--- src/sv/bpa_pkg.sv ---
package bpa_pkg;

    // map word geometry
    localparam int WORD_BITS = 64;
    localparam int OFF_W     = 6;
    localparam logic [WORD_BITS-1:0] WORD_ONES = {WORD_BITS{1'b1}};

    // field widths
    localparam int ADDR_W   = 48;
    localparam int BYTES_W  = 32;
    localparam int KIND_W   = 2;
    localparam int STATUS_W = 2;

    // configuration
    localparam logic [ADDR_W-1:0] HEAP_BASE_RESET = 48'h0000_0020_0000;
    localparam logic              REG_HEAP_BASE   = 1'b0;

    // request kinds
    typedef enum logic [KIND_W-1:0] {
        KIND_ALLOC = 2'd0,
        KIND_FREE  = 2'd1,
        KIND_CLEAR = 2'd2
    } kind_t;

    // result status codes
    typedef enum logic [STATUS_W-1:0] {
        ST_OK      = 2'd0,
        ST_INVALID = 2'd1,
        ST_NOMEM   = 2'd2
    } status_t;

    // sequencer states
    typedef enum logic [2:0] {
        S_CLEAR,
        S_IDLE,
        S_SCAN,
        S_MARK_RD,
        S_MARK,
        S_FREE_RD,
        S_FREE_WR,
        S_DONE
    } state_t;

endpackage

--- src/sv/bpa_find_unit.sv ---
module bpa_find_unit
    import bpa_pkg::*;
(
    input  logic [WORD_BITS-1:0] vec,
    input  logic [OFF_W-1:0]     start,
    output logic                 found,
    output logic [OFF_W-1:0]     idx
);

    logic [WORD_BITS-1:0] masked;

    // lowest set bit at or above the start offset
    always_comb
    begin
        masked = vec & (WORD_ONES << start);
        found  = |masked;
        idx    = '0;
        for (int i = WORD_BITS - 1; i >= 0; i--)
        begin
            if (masked[i])
            begin
                idx = OFF_W'(i);
            end
        end
    end

endmodule

--- config.mk ---
export PLATFORM = sky130hd
export DESIGN_NAME = bpa_find_unit
export DESIGN_NICKNAME = d
export VERILOG_FILES = /design/src/sv/bpa_pkg.sv /design/src/sv/bpa_find_unit.sv
export SDC_FILE = /design/constraint.sdc
export NUM_CORES = 1
export LEC_CHECK = 0
export ABC_AREA = 1
export BUFFER_PORTS_ARGS = -buffer_cell sky130_fd_sc_hd__buf_4
export CAP_MARGIN = 20
export CORE_UTILIZATION = 38
export DETAILED_ROUTE_END_ITERATION = 12
export GPL_ROUTABILITY_DRIVEN = 0
export PLACE_DENSITY = 0.69
export REMOVE_ABC_BUFFERS = 1
export SETUP_SLACK_MARGIN = 0.4
export SYNTH_ARGS = -nofsm -noshare
export SYNTH_HDL_FRONTEND = slang
export SYNTH_SLANG_ARGS = --single-unit
--- constraint.sdc ---
create_clock -name vclk -period 7.2
set_input_delay 0.72 -clock vclk [all_inputs]
set_output_delay 0.72 -clock vclk [all_outputs]
set_load 0.01 [all_outputs]
Yosys cells after proc, flatten, opt, wreduce, memory -nomap -nowiden
Index checks and enable logic that the tools add are counted.

word-level totals
  register bits = 0
  bits of input ports = 70
  output and inout bits = 7
  word-level logic and storage cells = 67

cells by class
  shift operators = 1
  multiplexer cells = 64
  bitwise operators = 1
  reduce and logical (&&, ||, !) cells = 1

operator list
  cell                     number
  $mux W6                  64
  $and A64 B64 Y64         1
  $reduce_or A64 Y1        1
  $shl A64 B6 Y64 const A  1

Logic depth before layout (Yosys ltp)
  depth in word-level cells = 66
  gate-level depth with buffers = 67

Least setup slack after synthesis
OpenSTA, ideal clock, no wires.

  path kind = input to output
  start point = input port start[4]
  end point = output port idx[0]
  arrival time = 4.026 ns
  data required time = 6.480 ns
  slack = 2.454 ns
  cell stages on the path = 67
  buffers on the path = 1
  cells stage by stage = buf_2 nand2_1 inv_2 nand2_1 nand2_1 nand2_1 nand2_1 nand2_1 nand2_1 nand2_1 nand2_1 nand2_1 nand2_1 nand2_1 nand2_1 nand2_1 nand2_1 nand2_1 [... 31 more ...] nand2_1 nand2_1 nand2_1 nand2_1 nand2_1 nand2_1 nand2_1 nand2_1 nand2_1 nand2_1 nand2_1 nand2_1 nand2_1 nand2_1 nand2_1 nand2_1 nand2_1 a21oi_2

between the ends
  cells in the longest elaborated chain, start to end = 66

ends and longest elaborated chain
  what                    line                 source
  from (decl)             bpa_find_unit.sv:5   input logic [OFF_W-1:0] start,
  $shl A64 B6 Y64 (*)     bpa_find_unit.sv:15  masked = vec & (WORD_ONES << start);
  $and A64 B64 Y64 (*)    bpa_find_unit.sv:15
  $mux W6 (63 in series)  bpa_find_unit.sv:20  if (masked[i])
  $mux W6 (*)             bpa_find_unit.sv:20
  to (decl)               bpa_find_unit.sv:7   output logic [OFF_W-1:0] idx

Mark *: on every way between the ends. The rest lies on a longest branch, timed or not.

Worst setup path after layout
  start point = input port start[5]
  end point = output port idx[0]

The elaborated chain is that of the path after synthesis.

==> results.md <==
- The top-area cell type share of the netlist area is 36.6%.
- In the final timing run, aggregate negative setup slack is 0 ns.
- The static leakage is approximately 1.1 nW.
- The max-slew violation count came to 0.
- The number of distinct standard cells referenced by the synthesized netlist is 23.
- The diode insertion count for antenna repair is 0.
- Summing internal, switching and leakage power gives 0.000133 W.
- In the final layout, the share of cells above drive strength 1 is 22.4%.
- The via density per instance is just over 5.
- The total overflow reported by the global router is 0.
- The worst setup path is launched from a primary input.
- The top metal layer carrying routed signals is met4.
- Sequential cells placed in the final layout were counted as 0.
- For this run, design rule violations remaining after detail routing come to 0.
- The number of I/O pins is 77.
- The final worst setup slack is 1.26 ns.
- The maximum clock frequency is roughly 0.17 GHz.
- The die extent in y is 60.7 µm.
- In this run, post-CTS repair resized a total of 0 instances.
- The first-pass GRT wire length is 7.71 mm.
- The total routed wire length on the met1 layer is 2.24 mm.
- The run finished with clean final reports.
- The via count of the first global-routing pass is 1907.
- For this configuration, the core starts out at a cell density of 41.6%.
- After clock tree synthesis, the flow added hold-fix buffers numbering 0.
- By area the synthesized netlist is led by nand2_1 37%, o21ai_0 15%, nor2_1 12%.
- The routed design uses 2.19 mm of met2 wire.
- The total of max-cap violations is 0.
- Counting the fill cells in the layout gives 382.
- The die covers roughly 0.0037 mm².
- The transition at the pin with the smallest max-transition slack is 0.927 ns.
- In the final design database the tool counted 447 nets.
- Entering global routing, the biggest net connects 36 pins.
- Setup repair after global routing left no endpoint under its margin.
- At the worst endpoint, the required time is 6.48 ns.
- For this run, the total global-route usage over all layers was measured as 27.0%.
- For this design, the slowest cell found on the critical path is inv_1.
- After detailed routing, the met3 layer carries 319 µm of wire.
- The type of the setup path with the least slack is primary input to output pin.
- Across the whole layout, storage elements account for 0 µm².
- The final number of hold-violating endpoints came to 0.
- In this run, the number of DRC markers left after iteration 0 of detailed routing was 129.
- The average cell area after synthesis is 4.31 µm².
- The worst relative slew slack is 38.1%.
- Along the worst path, the maximum fanout reaches 35.
- Once detail routing completed, the nets flagged for antenna violations numbered 0.
- The cell count after synthesis is between 300 and 400.
- The area taken by multi-input logic gates is 0.00117 mm².
- The mapped netlist covers approximately 0.0013 mm².
- The most used standard cell by instance count after synthesis is nand2_1.
- After detailed routing, the average wire length per cell comes to 11.5 µm.
- The cell type with the highest aggregate area in the netlist is nand2_1.
- The critical path data arrival time is 5.22 ns.
- The number of antenna violations at the first check in global routing is 0.
- After layout, the worst path uses 82.5% of the clock period.
- The worst path needs 5.94 ns of the cycle, external delays included.
- The pre-antenna-repair detailed-routing pass consisted of 4 iterations.
- The routed via count is around 2100.
- The relative area change from synthesis to final layout is 46.4%.
- The die is 60.7 µm wide.
- Setup violations remaining at the end of the flow were counted as 0.
- For this run, the slowest stage of the critical path takes 0.67 ns.
- The buffers inserted during post-CTS setup optimization is 0.
- The commonest cells after synthesis are 128 x nand2_1, 42 x nor2_1, 38 x o21ai_0.
- The clock buffer count in the final layout is 0.
- The worst-case IR drop observed on VDD is 33.8 µV.
- The tightest hold path in the finished design has a slack of 1.86 ns.
- The portion of the post-synthesis area used by sequential elements is 0%.
- Buffers placed on the I/O ports in this run total 77.
- Timing analysis after detailed placement gives a worst setup slack of approximately 1.3 ns.
- The HPWL after detailed placement is 4.16 mm.
- STA classifies the critical path endpoint as an output pin.
- The cell area power density is 69.1 mW/mm².
- The final wirelength is 4.82 mm.
- The most numerous cell type found on the critical path is nand2_1.
- Row generation in the floorplan step produced 20 rows.
- The path class of the lowest-slack min-delay path is primary input to output pin.
- The placeable core region is about 0.0032 mm².
- During synthesis, Yosys emitted a total of 0 warnings.
final cells by class:
cell class                 count  share of cell area, %
multi-input combinational    269                   61.1
timing repair buffer          78                   30.5
inverter                      28                   5.48
tap                           44                   2.87
worst max-delay path: cells and delay by family:
kind	cells	cell delay [ns]
buffers and inverters	3	0.94
AO/OA/AOI/OAI	2	0.24
AND/OR/NAND/NOR	59	3.30
path summary, 6_finish.rpt:
path / from / to / slack [ns] / cells past startpoint
setup / recovery: start[5] / idx[0] / 1.26 / 64
hold / removal: vec[0] / idx[0] / 1.86 / 5
where the power goes:
group,switching [W],total [W],internal [W]
logic,0.0000729,0.000133,0.0000597
registers,0,0,0
clock network,0,0,0
metrics by stage:
stage                     utilization [%]  std cells  instance area [µm²]
after floorplan                         -        297                 1280
after global placement               60.9        419                 1920
after detailed placement             60.9        419                 1920
after CTS                            60.9        419                 1920
after global routing                 60.9        419                 1920
final                                60.9        419                 1920
logic make-up (layout without fill, tap and decap cells):
logic type / after synthesis / in the layout / synth area share, %
buffers and inverters: 35 / 106 / 10.5
and+or+nand+nor: 210 / 210 / 64.6
AOI/OAI and AO/OA: 59 / 59 / 24.9
metal layers:
metal  up-vias  track usage [%]
li1       1142                -
met1       880             36.0
met2        81             47.1
met3         8             1.92
met4         0             6.82
met5         -                0
cells in the final DEF (no fill, tap or decap):
master	count
buf_4	78
nand4_1	1
o21ai_0	38
o311ai_0	1
nand2_2	2
a31oi_1	4
clkinv_1	1
a21oi_2	1
nor2_2	1
nor3_1	3
nand3_1	30
or2_1	1
nand2_1	128
a311oi_1	1
a21oi_1	5
o21bai_1	2
nor4_1	2
inv_2	2
o211ai_1	4
o21ai_1	3
inv_1	25
nor2_1	42
No activity file was read; power rests on OpenSTA's default activity.
